**config.mk**
```make
export PLATFORM = sky130hd
export DESIGN_NAME = wfv_ctrl
export DESIGN_NICKNAME = d
export VERILOG_FILES = /design/src/design/wfv_pkg.sv /design/src/design/wfv_ctrl.sv
export SDC_FILE = /design/constraint.sdc
export NUM_CORES = 1
export LEC_CHECK = 0
export BUFFER_PORTS_ARGS = -buffer_cell sky130_fd_sc_hd__buf_2
export CAP_MARGIN = 10
export CORE_UTILIZATION = 47
export DETAILED_ROUTE_END_ITERATION = 16
export PLACE_DENSITY_LB_ADDON = 0.08
export REMOVE_ABC_BUFFERS = 1
export SYNTH_ARGS = -nofsm -noshare
export SYNTH_HDL_FRONTEND = slang
export SYNTH_SLANG_ARGS = --single-unit
```
**constraint.sdc**
```tcl
create_clock -name clock -period 2.02 [get_ports clock]
set_clock_uncertainty 0.2 [all_clocks]
set_input_delay 0.303 -clock clock [delete_from_list [all_inputs] [get_ports clock]]
set_output_delay 0.303 -clock clock [all_outputs]
set_load 0.05 [all_outputs]
```
**src/design/wfv_pkg.sv**
```systemverilog
package wfv_pkg;

   // Sizes of the waypoint store and fixed-point formats
   localparam int MAX_POINTS = 64;
   localparam int PT_AW      = $clog2(MAX_POINTS);
   localparam int CNT_W      = PT_AW + 1;
   localparam int FRAC_BITS  = 16;
   localparam int GAIN_FRAC  = 8;
   localparam int QUO_W      = FRAC_BITS + 1;
   localparam int WP_W       = 32 + 32 + 32 + 31;
   localparam int ITER_W     = 6;
   localparam int SQRT_STEPS = 32;

   // Item operations
   localparam logic OPER_LOAD = 1'b0;
   localparam logic OPER_POSE = 1'b1;

   // Register indexes
   localparam logic [2:0] REG_START_MODE   = 3'd0;
   localparam logic [2:0] REG_POINT_COUNT  = 3'd1;
   localparam logic [2:0] REG_RUN_BAND     = 3'd2;
   localparam logic [2:0] REG_LOCK_BAND    = 3'd3;
   localparam logic [2:0] REG_HEADING_BAND = 3'd4;
   localparam logic [2:0] REG_HEADING_GAIN = 3'd5;
   localparam logic [2:0] REG_LOCK_GAIN    = 3'd6;
   localparam logic [2:0] REG_SPEED_SCALE  = 3'd7;

   // Datapath commands
   localparam logic [4:0] OP_NONE      = 5'd0;
   localparam logic [4:0] OP_LATCH     = 5'd1;
   localparam logic [4:0] OP_LOAD      = 5'd2;
   localparam logic [4:0] OP_DIFF      = 5'd3;
   localparam logic [4:0] OP_ABS       = 5'd4;
   localparam logic [4:0] OP_NOARR     = 5'd5;
   localparam logic [4:0] OP_KEEPARR   = 5'd6;
   localparam logic [4:0] OP_ADVANCE   = 5'd7;
   localparam logic [4:0] OP_FINISH    = 5'd8;
   localparam logic [4:0] OP_TURN      = 5'd9;
   localparam logic [4:0] OP_LOCKX     = 5'd10;
   localparam logic [4:0] OP_LOCKY     = 5'd11;
   localparam logic [4:0] OP_HALF      = 5'd12;
   localparam logic [4:0] OP_SQX       = 5'd13;
   localparam logic [4:0] OP_SQY       = 5'd14;
   localparam logic [4:0] OP_SQ_STEP   = 5'd15;
   localparam logic [4:0] OP_ZERO_VEL  = 5'd16;
   localparam logic [4:0] OP_DIVX_INIT = 5'd17;
   localparam logic [4:0] OP_DIV_STEP  = 5'd18;
   localparam logic [4:0] OP_MUL1X     = 5'd19;
   localparam logic [4:0] OP_MUL2X     = 5'd20;
   localparam logic [4:0] OP_DIVY_INIT = 5'd21;
   localparam logic [4:0] OP_MUL1Y     = 5'd22;
   localparam logic [4:0] OP_MUL2Y     = 5'd23;
   localparam logic [4:0] OP_PUSH      = 5'd24;

   typedef struct packed {
      logic               operation;
      logic [PT_AW-1:0]   point_slot;
      logic signed [31:0] pos_x;
      logic signed [31:0] pos_y;
      logic signed [31:0] pos_heading;
      logic [30:0]        waypoint_speed;
   } req_word_type;

   typedef struct packed {
      logic signed [31:0] vel_x;
      logic signed [31:0] vel_y;
      logic signed [31:0] vel_turn;
      logic               arrived;
   } rsp_word_type;

   typedef struct packed {
      logic        start_mode;
      logic [6:0]  point_count;
      logic [30:0] run_band;
      logic [30:0] lock_band;
      logic [30:0] heading_band;
      logic [15:0] heading_gain;
      logic [15:0] lock_gain;
      logic [15:0] run_speed_scale;
   } csr_type;

   typedef struct packed {
      logic wr;
      logic val;
   } mode_evt_type;

   typedef struct packed {
      logic [4:0] op;
   } dp_cmd_type;

   typedef struct packed {
      logic finished;
      logic in_band;
      logic last;
      logic lock;
      logic sq_last;
      logic div_last;
      logic chord_zero;
      logic out_free;
   } dp_sts_type;

   // Saturate a magnitude with a sign to a signed 32-bit word
   function automatic logic [31:0] sat_out(input logic neg, input logic [64:0] mag);
      logic [64:0] lim;
      begin
         if (!neg) begin
            lim = (mag > 65'h7FFF_FFFF) ? 65'h7FFF_FFFF : mag;
            sat_out = lim[31:0];
         end else begin
            lim = (mag > 65'h8000_0000) ? 65'h8000_0000 : mag;
            sat_out = 32'd0 - lim[31:0];
         end
      end
   endfunction

endpackage

```
**src/design/wfv_ctrl.sv**
```systemverilog
module wfv_ctrl (
   input  logic                clock,
   input  logic                reset,
   input  logic                req_valid,
   input  logic                req_op,
   output logic                req_stall,
   input  wfv_pkg::dp_sts_type sts,
   output wfv_pkg::dp_cmd_type cmd
);
   import wfv_pkg::*;

   localparam logic [4:0] S_IDLE   = 5'd0;
   localparam logic [4:0] S_DIFF   = 5'd1;
   localparam logic [4:0] S_ABS    = 5'd2;
   localparam logic [4:0] S_EVAL   = 5'd3;
   localparam logic [4:0] S_REREAD = 5'd4;
   localparam logic [4:0] S_TURN   = 5'd5;
   localparam logic [4:0] S_LX     = 5'd6;
   localparam logic [4:0] S_LY     = 5'd7;
   localparam logic [4:0] S_HALF   = 5'd8;
   localparam logic [4:0] S_SQX    = 5'd9;
   localparam logic [4:0] S_SQY    = 5'd10;
   localparam logic [4:0] S_SQ     = 5'd11;
   localparam logic [4:0] S_CHORD  = 5'd12;
   localparam logic [4:0] S_DIVX   = 5'd13;
   localparam logic [4:0] S_M1X    = 5'd14;
   localparam logic [4:0] S_M2X    = 5'd15;
   localparam logic [4:0] S_DIVYI  = 5'd16;
   localparam logic [4:0] S_DIVY   = 5'd17;
   localparam logic [4:0] S_M1Y    = 5'd18;
   localparam logic [4:0] S_M2Y    = 5'd19;
   localparam logic [4:0] S_PUSH   = 5'd20;

   logic [4:0] state_ff, state_in;
   logic       pass2_ff, pass2_in;

   assign req_stall = (state_ff != S_IDLE);

   // Sequence one item through the datapath
   always_comb begin
      state_in = state_ff;
      pass2_in = pass2_ff;
      cmd.op   = OP_NONE;
      unique case (state_ff)
         S_IDLE: begin
            if (req_valid) begin
               if (req_op == OPER_POSE) begin
                  cmd.op   = OP_LATCH;
                  state_in = S_DIFF;
               end else begin
                  cmd.op = OP_LOAD;
               end
            end
         end
         S_DIFF: begin
            cmd.op   = OP_DIFF;
            state_in = S_ABS;
         end
         S_ABS: begin
            cmd.op   = OP_ABS;
            state_in = S_EVAL;
         end
         S_EVAL: begin
            priority if (pass2_ff) begin
               cmd.op   = OP_NOARR;
               state_in = S_TURN;
            end else if (sts.finished) begin
               cmd.op   = OP_KEEPARR;
               state_in = S_TURN;
            end else if (sts.in_band && sts.last) begin
               cmd.op   = OP_FINISH;
               state_in = S_PUSH;
            end else if (sts.in_band) begin
               cmd.op   = OP_ADVANCE;
               pass2_in = 1'b1;
               state_in = S_REREAD;
            end else begin
               cmd.op   = OP_NOARR;
               state_in = S_TURN;
            end
         end
         S_REREAD: state_in = S_DIFF;
         S_TURN: begin
            cmd.op   = OP_TURN;
            state_in = sts.lock ? S_LX : S_HALF;
         end
         S_LX: begin
            cmd.op   = OP_LOCKX;
            state_in = S_LY;
         end
         S_LY: begin
            cmd.op   = OP_LOCKY;
            state_in = S_PUSH;
         end
         S_HALF: begin
            cmd.op   = OP_HALF;
            state_in = S_SQX;
         end
         S_SQX: begin
            cmd.op   = OP_SQX;
            state_in = S_SQY;
         end
         S_SQY: begin
            cmd.op   = OP_SQY;
            state_in = S_SQ;
         end
         S_SQ: begin
            cmd.op = OP_SQ_STEP;
            if (sts.sq_last) begin
               state_in = S_CHORD;
            end
         end
         S_CHORD: begin
            if (sts.chord_zero) begin
               cmd.op   = OP_ZERO_VEL;
               state_in = S_PUSH;
            end else begin
               cmd.op   = OP_DIVX_INIT;
               state_in = S_DIVX;
            end
         end
         S_DIVX: begin
            cmd.op = OP_DIV_STEP;
            if (sts.div_last) begin
               state_in = S_M1X;
            end
         end
         S_M1X: begin
            cmd.op   = OP_MUL1X;
            state_in = S_M2X;
         end
         S_M2X: begin
            cmd.op   = OP_MUL2X;
            state_in = S_DIVYI;
         end
         S_DIVYI: begin
            cmd.op   = OP_DIVY_INIT;
            state_in = S_DIVY;
         end
         S_DIVY: begin
            cmd.op = OP_DIV_STEP;
            if (sts.div_last) begin
               state_in = S_M1Y;
            end
         end
         S_M1Y: begin
            cmd.op   = OP_MUL1Y;
            state_in = S_M2Y;
         end
         S_M2Y: begin
            cmd.op   = OP_MUL2Y;
            state_in = S_PUSH;
         end
         S_PUSH: begin
            if (sts.out_free) begin
               cmd.op   = OP_PUSH;
               pass2_in = 1'b0;
               state_in = S_IDLE;
            end
         end
         default: state_in = S_IDLE;
      endcase
   end

   always_ff @(posedge clock) begin
      if (reset) begin
         state_ff <= S_IDLE;
         pass2_ff <= 1'b0;
      end else begin
         state_ff <= state_in;
         pass2_ff <= pass2_in;
      end
   end

   // A second pass never advances the target again
   a_pass2_no_advance: assert property (@(posedge clock) disable iff (reset)
      (state_ff == S_EVAL && pass2_ff) |-> (cmd.op == OP_NOARR))
      else $error("second pass issued a band decision");

   // Pushing leaves the controller idle and clears the pass flag
   a_push_idle: assert property (@(posedge clock) disable iff (reset)
      (cmd.op == OP_PUSH) |=> (state_ff == S_IDLE && !pass2_ff))
      else $error("push did not return to idle");

endmodule

```
==> impl_results.md <==
- Antenna cell count: 0
- Post-layout util: 84.1%
- Number of vias per cell: 6.75
- Post-route design area: 1270 um2
- Flip-flop cell with the highest count after synthesis: sky130_fd_sc_hd__dfxtp_1
- Core area: 1510 um2
- Capturing point of the worst reg2reg path: state_ff[0]$_SDFFE_PP0P_
- Final setup TNS: -0.0973 ns
- Top cell type by total area after synthesis: sky130_fd_sc_hd__dfxtp_1
- Final weighted congestion in routability-driven placement: 0.918
- Number of distinct library cells after synthesis: 42
- Critical Path Start Type: register
- Crit. End Element: output port
- Cell area after synthesis: 759 um2
- Leftover overflow at the end of global routing: 0
- Failing checks: setup timing
- Portion of the clock cycle consumed by the worst path in the final layout: 103%
- Status: finished, violations left
- Final net count: 174
- CTS H-Tree Depth: 1
- Proportion of netlist area held by the largest area contributor: 15.8%
- Number of cells traversed by the worst register-to-register path: 5
- Total GRT Usage: 34.3%
- Worst supply voltage drop on vdd: 0.00108 V
- Die width: 42.2 um
- TritonCTS clock tree: built
- Static leakage: 0.523 nW
- Remaining design rule violation count: 0
- Crit-path max FO: 8
- Synth-to-Final Area Change: 66.9%
- Leading post-synthesis cells by cell area: sky130_fd_sc_hd__dfxtp_1 (16%), sky130_fd_sc_hd__nand2_1 (7.4%), sky130_fd_sc_hd__a21oi_1 (7.2%)
- Die Footprint: 1780 um2
- Cell chain of the critical path: or3b_4 -> a21oi_4 -> a311oi_2 -> o21ai_2 -> buf_6
- Drt initial violations: 89
- Count of flip-flops with a built-in enable after synthesis: 0
- Hold WC Path Type: in -> reg
- Multi-input combinational cell area: 661 um2
- Classification of the worst setup path: reg -> out
- Leading cell type by number of instances after synthesis: sky130_fd_sc_hd__nand2_1
- Count of endpoints failing setup in the final report: 2
- F_max: 479 MHz
- Startpoint of the tightest hold check path: reset
- Total number of vias: 1188
- Hold Path Cell Cnt: 2
- Vias in the first global route: 1020
- Total routed wirelength: 3.17 mm
- Mapped Avg Cell Area: 6.78 um2
- Maximum number of pins on one net before global-route repair: 13
- Clock transition at path regs: 0.05 ns
- Initial antenna violation count: 0
- Standard-cell rows: 14
- Area taken by flip-flops and latches: 140 um2
- Final period demand of the worst path: 2.09 ns
- Global-route wire length before repair: 4.75 mm
- CTS sink count: 6
- Final hold vios: 0
- Synth async-reset ratio: 0%
- HPWL reported at the end of detailed placement: 1.87 mm
- Yosys Warn Count: 0
- Total power consumption of the routed design: 1.61 mW
- Synth Instances: 112
- Maximum clock insertion buffer count: 2
- Post-route worst hold slack: 0.103 ns
- Number of pins with negative max-slew slack in the final report: 0
- Worst stage delay on the critical path: 0.44 ns
- Detailed-router iteration count before antenna repair: 6
- Starting Density: 50.4%
- Y dimension of the die: 42.2 um
- Arrival time at the worst endpoint: 1.58 ns
- Max-capacitance violation count: 0
- Most instantiated cells after synthesis: sky130_fd_sc_hd__nand2_1 (15), sky130_fd_sc_hd__a21oi_1 (11), sky130_fd_sc_hd__o21ai_0 (8), sky130_fd_sc_hd__inv_1 (7), sky130_fd_sc_hd__nor2_1 (7)
- Filler cell count in the final layout: 84
- Post-synthesis sequential element count: 6
- Fraction of the yosys area taken by sequential cells: 15.8%
- Slew margin rel.: 70.7%
- Clk Latency, worst-skew pair: 0.25 ns
- Cell Area, Placed: 1030 um2
- Final setup margin: -0.0672 ns
- Slew at the pin closest to its max-slew limit: 0.439 ns
- Reg-to-reg startpoint: state_ff[4]$_SDFFE_PP0P_
- Top-Level Pins: 18
- Root cell of the clock tree: sky130_fd_sc_hd__clkbuf_4
- Number of buffer cells added on primary ports: 17
- Detail Route Antenna Nets: 0
- Share of cells above drive strength 1: 55.0%
- Total clock buffers created by CTS: 3
- Reg-to-reg slack, setup: 0.03 ns
- Required @ worst endpoint: 1.52 ns
- Hold-critical path endpoint: pass2_ff$_SDFFE_PP0P_
- Power per standard cell area: 1270 nW/um2
- Unrepaired setup endpoints after global routing: true
- Hold-fix buffers at CTS: 0
- Routed len/inst: 18.0 um
- Cell with the largest stage delay on the worst path: sky130_fd_sc_hd__or3b_4
## cells in the final DEF, fill, tap and decap left out, types with 2 or more instances in the layout
cell type | synthesis | final
sky130_fd_sc_hd__nand2b_4 | 1 | 2
sky130_fd_sc_hd__or3b_4 | 0 | 2
sky130_fd_sc_hd__buf_4 | 0 | 32
sky130_fd_sc_hd__o32a_1 | 2 | 2
sky130_fd_sc_hd__nor2_2 | 0 | 3
sky130_fd_sc_hd__o211ai_1 | 3 | 3
sky130_fd_sc_hd__buf_6 | 1 | 8
sky130_fd_sc_hd__clkbuf_4 | 0 | 4
sky130_fd_sc_hd__a31oi_1 | 3 | 3
sky130_fd_sc_hd__a211oi_1 | 2 | 2
sky130_fd_sc_hd__buf_2 | 3 | 12
sky130_fd_sc_hd__o21ai_0 | 8 | 6
sky130_fd_sc_hd__nand2_1 | 15 | 15
sky130_fd_sc_hd__nor2_1 | 7 | 3
sky130_fd_sc_hd__o22ai_1 | 4 | 4
sky130_fd_sc_hd__inv_2 | 0 | 2
sky130_fd_sc_hd__a21oi_1 | 11 | 10
sky130_fd_sc_hd__inv_1 | 7 | 5
sky130_fd_sc_hd__o21ai_2 | 0 | 2
sky130_fd_sc_hd__nor3_1 | 3 | 2
sky130_fd_sc_hd__dfxtp_4 | 0 | 5
sky130_fd_sc_hd__nor2b_1 | 3 | 2
## layout make-up
cell class / instances / share of cell area (%)
multi-input cells: 91 / 52.1
repair buffers: 53 / 31.4
flip-flops and latches: 6 / 11.1
inverters: 7 / 2.07
clock buffers: 3 / 1.78
well taps: 16 / 1.58
## layer usage
metal | global-route usage (%) | routed length, um | share of wire, %
met5 | 0 | 0 | 0
met4 | 13.8 | 152 | 4.8
met3 | 8.19 | 368 | 12
met2 | 53.5 | 1500 | 47
met1 | 45.1 | 1150 | 36
## flip-flops by register name (all words and copies together), names as in the netlist
signal    flops
pass2_ff      1
state_ff      5
## worst max-delay path by stage
| stage | cells past startpoint | slack [ns] | end | startpoint |
|---|---|---|---|---|
| floorplan | 5 | -0.72 | cmd[0] | state_ff[1]$_SDFFE_PP0P_ |
| global placement | 4 | -0.02 | cmd[3] | state_ff[0]$_SDFFE_PP0P_ |
| detailed placement | 6 | -0.05 | cmd[0] | state_ff[2]$_SDFFE_PP0P_ |
| CTS | 5 | -0.04 | cmd[0] | state_ff[1]$_SDFFE_PP0P_ |
| global route | 6 | -0.07 | cmd[0] | state_ff[0]$_SDFFE_PP0P_ |
| finish | 5 | -0.07 | cmd[0] | state_ff[4]$_SDFFE_PP0P_ |
## power breakdown
part / switching (mW) / internal [mW] / leakage, nW
clock network: 0.0468 / 0.0674 / 0.0138
logic: 0.699 / 0.568 / 0.456
registers: 0.0651 / 0.159 / 0.0530
total: 0.811 / 0.795 / 0.523
## cells by family (layout without fill, tap and decap cells)
| group | Yosys count | after routing | share of synthesized area (%) |
|---|---|---|---|
| buffers and inverters | 15 | 63 | 8.90 |
| AOI/OAI and AO/OA | 46 | 46 | 42.2 |
| and+or+nand+nor | 44 | 44 | 31.6 |
| DFF | 6 | 6 | 15.8 |
| muxes | 1 | 1 | 1.48 |
## metrics by stage
step,instances,worst slack (ns)
2_1_floorplan,104,-0.722
3_3_place_gp,165,-0.0203
3_5_place_dp,165,-0.0529
4_1_cts,170,-0.0419
5_1_grt,176,-0.0731
6_report,176,-0.0672
## critical path: cells and delay by family, from the launching register on
family,cells,cell delay [ns]
and+or+nand+nor,1,0.44
DFF,1,0.39
buffers and inverters,1,0.17
AOI/OAI and AO/OA,3,0.33
## repair_timing
item | in CTS | in global routing
setup endpoints to repair | 6 | 7
gates resized for setup | 27 | 26
pin swaps | 4 | 8
buffers inserted | 2 | 6
Note: power is estimated with default switching activity, not from simulation.
